File: src/hw/rtl/dslp_pkg.sv
`timescale 1ns / 1ps
// ----------------------------------------------------------------------------
// dslp_pkg
// Shared types and constants for the DNS search list label parser.
// ----------------------------------------------------------------------------
package dslp_pkg;

	localparam logic [1:0] KIND_CHAR = 2'd0;
	localparam logic [1:0] KIND_DONE = 2'd1;
	localparam logic [1:0] KIND_DROP = 2'd2;

	localparam logic [7:0] CH_NUL  = 8'h00;
	localparam logic [7:0] CH_DOT  = 8'h2E;
	localparam logic [7:0] CH_DASH = 8'h2D;

	localparam logic [6:0] LABEL_LIMIT_RST  = 7'd64;
	localparam logic [8:0] DOMAIN_LIMIT_RST = 9'd256;

	localparam logic REG_LABEL_LIMIT  = 1'b0;
	localparam logic REG_DOMAIN_LIMIT = 1'b1;

	localparam int QUEUE_DEPTH = 2;
	localparam int QUEUE_AW    = 1;

	typedef struct packed {
		logic [7:0] data_byte;
		logic       option_end;
	} in_beat_t;

	typedef struct packed {
		logic [7:0] out_char;
		logic [1:0] kind;
		logic       last;
	} out_beat_t;

	// one classified input byte: a first result and an optional trailing discard
	typedef struct packed {
		logic [7:0] ch;
		logic [1:0] kind;
		logic       two;
	} entry_t;

endpackage

File: src/hw/rtl/dns_search_list_label_parser_unit.sv
`timescale 1ns / 1ps
// ----------------------------------------------------------------------------
// dns_search_list_label_parser_unit
// Decodes length-prefixed DNS search list labels into dotted text with
// letter-digit-hyphen checks.
// Each accepted byte's queue entry is registered before its beats are presented.
// Throughput: one byte per cycle while in_stall is low; a byte with two results
// takes two output beats and can stall the input when bytes follow back to back.
// Reset: asynchronous; parser returns to domain start, queue empties,
// label_limit to 64 and domain_limit to 256.
// ----------------------------------------------------------------------------
module dns_search_list_label_parser_unit (
	input  logic                clk,
	input  logic                arst_n,
	input  logic                in_valid,
	output logic                in_stall,
	input  dslp_pkg::in_beat_t  in_data,
	output logic                out_valid,
	input  logic                out_stall,
	output dslp_pkg::out_beat_t out_data,
	input  logic                psel,
	input  logic                penable,
	input  logic                pwrite,
	input  logic [2:0]          paddr,
	input  logic [31:0]         pwdata,
	output logic [31:0]         prdata,
	output logic                pready
);

	logic [6:0] label_limit_q;
	logic [8:0] domain_limit_q;
	logic       reg_sel;
	logic       full, push, pop, head_valid;

	dslp_pkg::entry_t wr_entry, head;

	assign pready  = 1'b1;
	assign reg_sel = paddr[2];

	always_comb begin
		case (reg_sel)
			dslp_pkg::REG_LABEL_LIMIT:  prdata = {25'd0, label_limit_q};
			dslp_pkg::REG_DOMAIN_LIMIT: prdata = {23'd0, domain_limit_q};
			default:                    prdata = 32'd0;
		endcase
	end

	always_ff @(posedge clk or negedge arst_n) begin
		if (!arst_n) begin
			label_limit_q  <= dslp_pkg::LABEL_LIMIT_RST;
			domain_limit_q <= dslp_pkg::DOMAIN_LIMIT_RST;
		end else if (psel && penable && pwrite && pready) begin
			if (reg_sel == dslp_pkg::REG_LABEL_LIMIT) begin
				label_limit_q <= pwdata[6:0];
			end else begin
				domain_limit_q <= pwdata[8:0];
			end
		end
	end

	assign in_stall = full;

	dslp_front u_front (
		.clk          (clk),
		.arst_n       (arst_n),
		.in_valid     (in_valid),
		.in_data      (in_data),
		.full         (full),
		.label_limit  (label_limit_q),
		.domain_limit (domain_limit_q),
		.push         (push),
		.entry        (wr_entry)
	);

	dslp_queue u_queue (
		.clk        (clk),
		.arst_n     (arst_n),
		.push       (push),
		.wr_entry   (wr_entry),
		.pop        (pop),
		.full       (full),
		.head_valid (head_valid),
		.head       (head)
	);

	dslp_back u_back (
		.clk        (clk),
		.arst_n     (arst_n),
		.head_valid (head_valid),
		.head       (head),
		.pop        (pop),
		.out_valid  (out_valid),
		.out_stall  (out_stall),
		.out_data   (out_data)
	);

endmodule

File: src/hw/rtl/dslp_front.sv
`timescale 1ns / 1ps
// ----------------------------------------------------------------------------
// dslp_front
// Label parser state machine: classifies each body byte into queue entries.
// ----------------------------------------------------------------------------
module dslp_front (
	input  logic              clk,
	input  logic              arst_n,
	input  logic              in_valid,
	input  dslp_pkg::in_beat_t in_data,
	input  logic              full,
	input  logic [6:0]        label_limit,
	input  logic [8:0]        domain_limit,
	output logic              push,
	output dslp_pkg::entry_t  entry
);

	typedef enum logic [2:0] {
		MODE_START = 3'd0,
		MODE_LABEL = 3'd1,
		MODE_AFTER = 3'd2,
		MODE_SKIP  = 3'd3,
		MODE_PAD   = 3'd4
	} mode_t;

	mode_t      mode_q, mode_n, mode_d;
	logic [6:0] label_len_q, label_len_n;
	logic [6:0] label_pos_q, label_pos_n;
	logic [8:0] dom_len_q, dom_len_n;

	logic [7:0]  b;
	logic        accept;
	logic        dot_cost;
	logic [10:0] fit_sum;
	logic        len_ok;
	logic        is_letter, is_digit, ch_ok;
	logic [7:0]  pos_inc;
	logic [6:0]  pos_next;
	logic        r0_valid;
	logic [7:0]  r0_ch;
	logic [1:0]  r0_kind;
	logic        drop2;

	assign b      = in_data.data_byte;
	assign accept = in_valid && !full;

	assign dot_cost = (mode_q == MODE_AFTER);
	assign fit_sum  = {2'b00, dom_len_q} + {10'd0, dot_cost} + {3'd0, b} + 11'd2;
	assign len_ok   = (b <= {1'b0, label_limit}) && (fit_sum < {2'b00, domain_limit});

	assign is_letter = (b >= 8'h41 && b <= 8'h5A) || (b >= 8'h61 && b <= 8'h7A);
	assign is_digit  = (b >= 8'h30 && b <= 8'h39);
	assign pos_inc   = {1'b0, label_pos_q} + 8'd1;
	assign pos_next  = pos_inc[6:0];

	always_comb begin
		if (label_pos_q == 7'd0) begin
			ch_ok = is_letter;
		end else if (pos_inc == {1'b0, label_len_q}) begin
			ch_ok = is_letter || is_digit;
		end else begin
			ch_ok = is_letter || is_digit || (b == dslp_pkg::CH_DASH);
		end
	end

	always_comb begin
		mode_n      = mode_q;
		label_len_n = label_len_q;
		label_pos_n = label_pos_q;
		dom_len_n   = dom_len_q;
		r0_valid    = 1'b0;
		r0_ch       = dslp_pkg::CH_NUL;
		r0_kind     = dslp_pkg::KIND_CHAR;
		case (mode_q)
			MODE_START, MODE_AFTER: begin
				if (b == dslp_pkg::CH_NUL) begin
					if (mode_q == MODE_AFTER) begin
						r0_valid    = 1'b1;
						r0_kind     = dslp_pkg::KIND_DONE;
						label_len_n = 7'd0;
						label_pos_n = 7'd0;
						dom_len_n   = 9'd0;
						mode_n      = MODE_START;
					end else begin
						mode_n = MODE_PAD;
					end
				end else if (len_ok) begin
					if (dot_cost) begin
						r0_valid  = 1'b1;
						r0_ch     = dslp_pkg::CH_DOT;
						dom_len_n = dom_len_q + 9'd1;
					end
					label_len_n = b[6:0];
					label_pos_n = 7'd0;
					mode_n      = MODE_LABEL;
				end else begin
					r0_valid    = 1'b1;
					r0_kind     = dslp_pkg::KIND_DROP;
					label_len_n = 7'd0;
					label_pos_n = 7'd0;
					dom_len_n   = 9'd0;
					mode_n      = MODE_SKIP;
				end
			end
			MODE_LABEL: begin
				r0_valid = 1'b1;
				if (ch_ok) begin
					r0_ch       = b;
					dom_len_n   = dom_len_q + 9'd1;
					label_pos_n = pos_next;
					if (pos_next >= label_len_q) begin
						mode_n = MODE_AFTER;
					end
				end else begin
					r0_kind     = dslp_pkg::KIND_DROP;
					label_len_n = 7'd0;
					label_pos_n = 7'd0;
					dom_len_n   = 9'd0;
					mode_n      = (b == dslp_pkg::CH_NUL) ? MODE_START : MODE_SKIP;
				end
			end
			MODE_SKIP: begin
				if (b == dslp_pkg::CH_NUL) begin
					mode_n = MODE_START;
				end
			end
			default: begin
				mode_n = MODE_PAD;
			end
		endcase
	end

	always_comb begin
		drop2  = 1'b0;
		mode_d = mode_n;
		if (in_data.option_end) begin
			drop2  = (mode_n == MODE_LABEL) || (mode_n == MODE_AFTER);
			mode_d = MODE_START;
		end
	end

	always_comb begin
		if (r0_valid) begin
			entry.ch   = r0_ch;
			entry.kind = r0_kind;
			entry.two  = drop2;
		end else begin
			entry.ch   = dslp_pkg::CH_NUL;
			entry.kind = dslp_pkg::KIND_DROP;
			entry.two  = 1'b0;
		end
	end

	assign push = accept && (r0_valid || drop2);

	always_ff @(posedge clk or negedge arst_n) begin
		if (!arst_n) begin
			mode_q      <= MODE_START;
			label_len_q <= 7'd0;
			label_pos_q <= 7'd0;
			dom_len_q   <= 9'd0;
		end else if (accept) begin
			mode_q <= mode_d;
			if (in_data.option_end) begin
				label_len_q <= 7'd0;
				label_pos_q <= 7'd0;
				dom_len_q   <= 9'd0;
			end else begin
				label_len_q <= label_len_n;
				label_pos_q <= label_pos_n;
				dom_len_q   <= dom_len_n;
			end
		end
	end

endmodule

File: src/hw/rtl/dslp_queue.sv
`timescale 1ns / 1ps
// ----------------------------------------------------------------------------
// dslp_queue
// Short entry queue between the parser and the result sequencer.
// ----------------------------------------------------------------------------
module dslp_queue (
	input  logic             clk,
	input  logic             arst_n,
	input  logic             push,
	input  dslp_pkg::entry_t wr_entry,
	input  logic             pop,
	output logic             full,
	output logic             head_valid,
	output dslp_pkg::entry_t head
);

	dslp_pkg::entry_t mem_q [dslp_pkg::QUEUE_DEPTH];

	logic [dslp_pkg::QUEUE_AW-1:0] wr_ptr_q, rd_ptr_q;
	logic [dslp_pkg::QUEUE_AW:0]   count_q;

	assign full       = (count_q == (dslp_pkg::QUEUE_AW+1)'(dslp_pkg::QUEUE_DEPTH));
	assign head_valid = (count_q != '0);
	assign head       = mem_q[rd_ptr_q];

	always_ff @(posedge clk) begin
		if (push) begin
			mem_q[wr_ptr_q] <= wr_entry;
		end
	end

	always_ff @(posedge clk or negedge arst_n) begin
		if (!arst_n) begin
			wr_ptr_q <= '0;
			rd_ptr_q <= '0;
			count_q  <= '0;
		end else begin
			if (push) begin
				wr_ptr_q <= wr_ptr_q + 1'b1;
			end
			if (pop) begin
				rd_ptr_q <= rd_ptr_q + 1'b1;
			end
			if (push && !pop) begin
				count_q <= count_q + 1'b1;
			end else if (pop && !push) begin
				count_q <= count_q - 1'b1;
			end
		end
	end

`ifndef NO_ASSERTIONS
	a_no_push_full: assert property (@(posedge clk) disable iff (!arst_n)
		push |-> !full)
		else $error("push into full queue");
	a_no_pop_empty: assert property (@(posedge clk) disable iff (!arst_n)
		pop |-> head_valid)
		else $error("pop from empty queue");
	a_count_range: assert property (@(posedge clk) disable iff (!arst_n)
		count_q <= (dslp_pkg::QUEUE_AW+1)'(dslp_pkg::QUEUE_DEPTH))
		else $error("queue count out of range");
`endif

endmodule

File: src/hw/rtl/dslp_back.sv
`timescale 1ns / 1ps
// ----------------------------------------------------------------------------
// dslp_back
// Result sequencer: expands each queue entry into one or two output beats.
// ----------------------------------------------------------------------------
module dslp_back (
	input  logic                clk,
	input  logic                arst_n,
	input  logic                head_valid,
	input  dslp_pkg::entry_t    head,
	output logic                pop,
	output logic                out_valid,
	input  logic                out_stall,
	output dslp_pkg::out_beat_t out_data
);

	logic phase_q;
	logic take;

	assign out_valid = head_valid;
	assign take      = out_valid && !out_stall;
	assign pop       = take && (phase_q || !head.two);

	always_comb begin
		if (phase_q) begin
			out_data.out_char = dslp_pkg::CH_NUL;
			out_data.kind     = dslp_pkg::KIND_DROP;
			out_data.last     = 1'b1;
		end else begin
			out_data.out_char = head.ch;
			out_data.kind     = head.kind;
			out_data.last     = !head.two;
		end
	end

	always_ff @(posedge clk or negedge arst_n) begin
		if (!arst_n) begin
			phase_q <= 1'b0;
		end else if (take) begin
			phase_q <= !phase_q && head.two;
		end
	end

`ifndef NO_ASSERTIONS
	a_phase_head: assert property (@(posedge clk) disable iff (!arst_n)
		phase_q |-> (head_valid && head.two))
		else $error("second beat without a two-result entry");
`endif

endmodule

File: config.mk
export PLATFORM = sky130hd
export DESIGN_NAME = dns_search_list_label_parser_unit
export DESIGN_NICKNAME = d
export VERILOG_FILES = /design/src/hw/rtl/dslp_pkg.sv /design/src/hw/rtl/dns_search_list_label_parser_unit.sv /design/src/hw/rtl/dslp_front.sv /design/src/hw/rtl/dslp_queue.sv /design/src/hw/rtl/dslp_back.sv
export SDC_FILE = /design/constraint.sdc
export NUM_CORES = 1
export LEC_CHECK = 0
export ABC_AREA = 1
export ABC_CLOCK_PERIOD_IN_PS = 9800
export BUFFER_PORTS_ARGS = -buffer_cell sky130_fd_sc_hd__buf_2
export CAP_MARGIN = 20
export CELL_PAD_IN_SITES_DETAIL_PLACEMENT = 0
export CELL_PAD_IN_SITES_GLOBAL_PLACEMENT = 1
export CORE_MARGIN = 2
export CORE_UTILIZATION = 45
export CTS_BUF_LIST = sky130_fd_sc_hd__clkbuf_8 sky130_fd_sc_hd__clkbuf_16
export DETAILED_ROUTE_END_ITERATION = 6
export PLACE_DENSITY = 0.91
export SLEW_MARGIN = 10
export SYNTH_ARGS = -nofsm -noshare
export SYNTH_HDL_FRONTEND = slang
export SYNTH_HIERARCHICAL = 1
export SYNTH_SLANG_ARGS = --single-unit
File: constraint.sdc
create_clock -name clk -period 9.8 [get_ports clk]
set_input_delay 1.96 -clock clk [delete_from_list [all_inputs] [get_ports clk]]
set_output_delay 1.96 -clock clk [all_outputs]
set_load 0.005 [all_outputs]
==> impl_metrics.py <==
metrics = {
    "run_status": {
        "status": "finished, final reports clean",
    },
    "logic_synthesis": {
        "synthMuxAreaShare": 0.0320,
        "synth-async-reset-ratio": 0.681,
        "synthDistinctLibCells": 41,
        "seq_area_frac_synth": 0.373,
        "synth_compound_area_frac": 0.0716,
        "synth_area_um2": 4930,
        "synth_top_family_by_area": "simple AND/OR/NAND/NOR gates",
        "synth_seq_cells": 69,
        "syn_inst": 600,
        "synth_xor_area_frac": 0.0356,
        "synth_fa_ha_area_frac": 0.115,
        "synth-simple-area-share": 0.245,
        "yosys_warnings": 6,
        "avgSynthCellArea_um2": 8.21,
        "synth_ff_type": "dfrtp_1",
        "synth-edff-count": 22,
    },
    "final_layout": {
        "nFillCells": 1055,
        "final_cells": 794,
        "drive_gt1_frac": 0.167,
        "area_growth_pct": 9.98,
        "fin_util": 0.504,
        "final_nets": 744,
        "antenna_cells": 0,
    },
    "timing": {
        "slew_viol_final": 0,
        "holdWs_ps": 483,
        "tightest_slew_ps": 879,
        "fmax_ghz": 0.161,
        "slew-limit-headroom": 0.412,
        "finalCritPeriodShare": 0.636,
        "grt_setup_unrepaired": "no",
        "fin_tns_setup_ps": 0,
        "period_needed_ps": 6230,
        "timing.final.hold_violations": 0,
        "finalClockSkew_ps": 3.54,
        "setup_viol": 0,
    },
    "setup_path": {
        "reg2reg_to": "u_queue/mem_q[0][2]",
        "worstSetupPathType": "input port to register",
        "required_ps": 9790,
        "reg2reg_depth": 30,
        "worst_setup_path_end_kind": "register",
        "cp_top_family": "simple AND/OR/NAND/NOR gates",
        "worstPathArrival_ps": 6220,
        "r2r_slack_ps": 4410,
        "cp_max_fo": 11,
        "critical-path-max-stage-delay_ps": 670,
        "worst_r2r_startpoint": "u_front/mode_q[2]",
        "crit_buf_inv": 7,
        "critPathSlowestCell": "nor2_1",
        "crit_path_start_kind": "input port",
        "path_common_cell": "nand2_1",
    },
    "floorplanning": {
        "design.core.area_um2": 10700,
        "die_y_um": 109,
        "io-pin-count": 97,
        "die_area_um2": 11800,
        "fp.dieW_um": 109,
        "row_count": 38,
        "initial_core_util": 0.458,
    },
    "clocking": {
        "insertion_delay_ps": 360,
        "post_cts_buffers": 0,
        "cts_buffer_depth": 2,
        "htree_levels": 3,
        "numClockSinks": 69,
        "cts_root_buf": "clkbuf_8",
        "cts_tree": "built",
        "cts_hold_buffers": 0,
        "cts_resized": 0,
        "clk_pin_slew_ps": 80,
        "numCtsBuffers": 9,
    },
    "worst_hold_path": {
        "hold_depth": 2,
        "min_from": "label_limit_q[6]",
        "min_path_type": "register to register",
        "min_to": "label_limit_q[6]",
    },
    "placement": {
        "gp_congestion": 0.899,
        "portBuffers": 47,
        "dp.cells": 778,
        "dpl.hpwl_mm": 7.78,
    },
    "global_routing": {
        "grtUsageMet2": 0.305,
        "grt_pass1_wl_mm": 16.8,
        "grt_use_met1": 0.227,
        "grt_max_degree": 25,
        "grt_use_met3": 0.0430,
        "grt-ovfl-total": 0,
        "grtUsageTotal": 0.182,
        "grt_pass1_vias": 3733,
        "antenna_found_initial": 0,
        "busiest_layer": "met2",
    },
    "route": {
        "dr.pass1.iters": 4,
        "wl_per_cell_um": 12.5,
        "ant_nets": 0,
        "avgViaCountPerCell": 4.85,
        "drt_iter0_markers": 132,
        "drt_wl_total_mm": 9.92,
        "drc": 0,
        "vias": 3850,
    },
    "pwr": {
        "leakage_nw": 2.84,
        "peakVddDrop_v": 0.0000955,
        "power.density_nw_per_um2": 200,
    },
    "run": {
        "cap_viol_max_count": 0,
    },
}
[worst max-delay path by stage]
stage                                to  cells past startpoint       start  slack, ps
global route        u_queue/mem_q[0][2]                     28  in_data[1]       3070
CTS                 u_queue/mem_q[0][6]                     28  in_data[1]       3560
detailed placement  u_queue/mem_q[0][9]                     28  in_data[1]       3150
floorplan           u_queue/mem_q[0][0]                     27  in_data[1]       4020
finish              u_queue/mem_q[0][2]                     28  in_data[1]       3570
global placement    u_queue/mem_q[0][9]                     28  in_data[1]       3260
[report_power, final]
group | leakage, nW | switching [W] | internal [W]
combinational | 1.90 | 0.000235 | 0.000166
clock | 0.113 | 0.000116 | 0.000152
sequential | 0.823 | 0.0000494 | 0.000366
total | 2.84 | 0.000400 | 0.000685
[state kept, by name, indices dropped and copies added (netlist names)]
register,flops
u_queue/mem_q,22
domain_limit_q,9
u_front/dom_len_q,9
label_limit_q,7
u_front/label_len_q,7
u_front/label_pos_q,7
u_front/mode_q,3
u_queue/count_q,2
u_back/phase_q,1
u_queue/rd_ptr_q,1
u_queue/wr_ptr_q,1
[layout by cell type (no fill, tap or decap), types with 2 or more instances in the layout]
cell type and count:
fa_1 2, mux2_4 9, inv_1 92, mux2_2 2
o31ai_1 3, dfrtp_1 45, dfstp_2 2, xor2_1 11
nor2_4 2, bufinv_16 2, a21oi_1 20, nand3_1 47
buf_2 47, edfxtp_1 22, nor3_1 5, nand4_1 10
o21ai_0 16, nand2_1 138, conb_1 25, nor3_4 2
o21a_1 2, nand2_2 6, nand3b_1 3, o21ai_1 2
nor2_2 3, nand4_2 2, ha_1 42, inv_6 2
o21ai_2 8, nor2_1 42, clkbuf_8 10, nand3_2 2
o22ai_1 4, xnor2_1 9, inv_2 5
[cells in the mapped netlist, types with 2 or more instances]
cell type / number / area share
nor2_1: 42 / 0.032
buf_4: 27 / 0.041
xor2_1: 11 / 0.020
buf_6: 4 / 0.0091
mux2_4: 9 / 0.027
fa_1: 2 / 0.0081
nand3_1: 47 / 0.048
dfstp_2: 2 / 0.011
mux2_2: 2 / 0.0046
o31ai_1: 3 / 0.0046
o21a_1: 2 / 0.0030
nand2_2: 6 / 0.0076
o21ai_2: 8 / 0.014
nor2_2: 3 / 0.0038
o21ai_0: 16 / 0.016
a21oi_1: 20 / 0.020
nand3b_1: 3 / 0.0046
nor2_4: 2 / 0.0046
conb_1: 3 / 0.0023
inv_1: 92 / 0.070
edfxtp_1: 22 / 0.13
xnor2_1: 9 / 0.016
nor3_4: 2 / 0.0066
nand3_2: 2 / 0.0041
nand4_1: 10 / 0.013
ha_1: 42 / 0.11
nand4_2: 2 / 0.0051
o21ai_1: 2 / 0.0020
o22ai_1: 4 / 0.0051
dfrtp_1: 45 / 0.23
nand2_1: 138 / 0.11
inv_2: 5 / 0.0038
nor3_1: 5 / 0.0051
[metal layers]
layer  up-vias  part of all wire
met5         -                 0
met4         0             0.014
met3        12             0.040
met2        76              0.48
met1      1783              0.47
li1       1979                 -
[area by class of cell]
class | instances | area, µm² | share of cell area
well taps | 140 | 175 | 0.0323
multi-input cells | 424 | 2550 | 0.471
flip-flops and latches | 69 | 1840 | 0.339
inverters | 97 | 364 | 0.0672
clock buffers | 10 | 138 | 0.0254
clock inverters | 6 | 93.8 | 0.0173
repair buffers | 48 | 255 | 0.0471
[metrics by stage]
step / power [W] / setup slack (ps) / area, µm²
2_1_floorplan: 0.000721 / 4020 / 5010
3_3_place_gp: 0.000808 / 3260 / 5170
3_5_place_dp: 0.000825 / 3150 / 5190
4_1_cts: 0.00110 / 3560 / 5420
5_1_grt: 0.00118 / 3070 / 5420
6_report: 0.00109 / 3570 / 5420
[worst min-delay path, stage by stage, from the launching register on]
cell     delay [ps]
dfstp_2         380
nand2_1          60
nand2_1          40
[cell families (layout without fill, tap and decap cells)]
family / after synthesis / in the layout
and+or+nand+nor: 266 / 266
buffers and inverters: 129 / 161
DFF: 69 / 69
AOI/OAI and AO/OA: 58 / 58
adders and majority gates: 44 / 44
xor gates and xnor gates: 20 / 20
muxes: 11 / 11
other: 3 / 25
No activity file was read; power rests on OpenSTA's default activity.
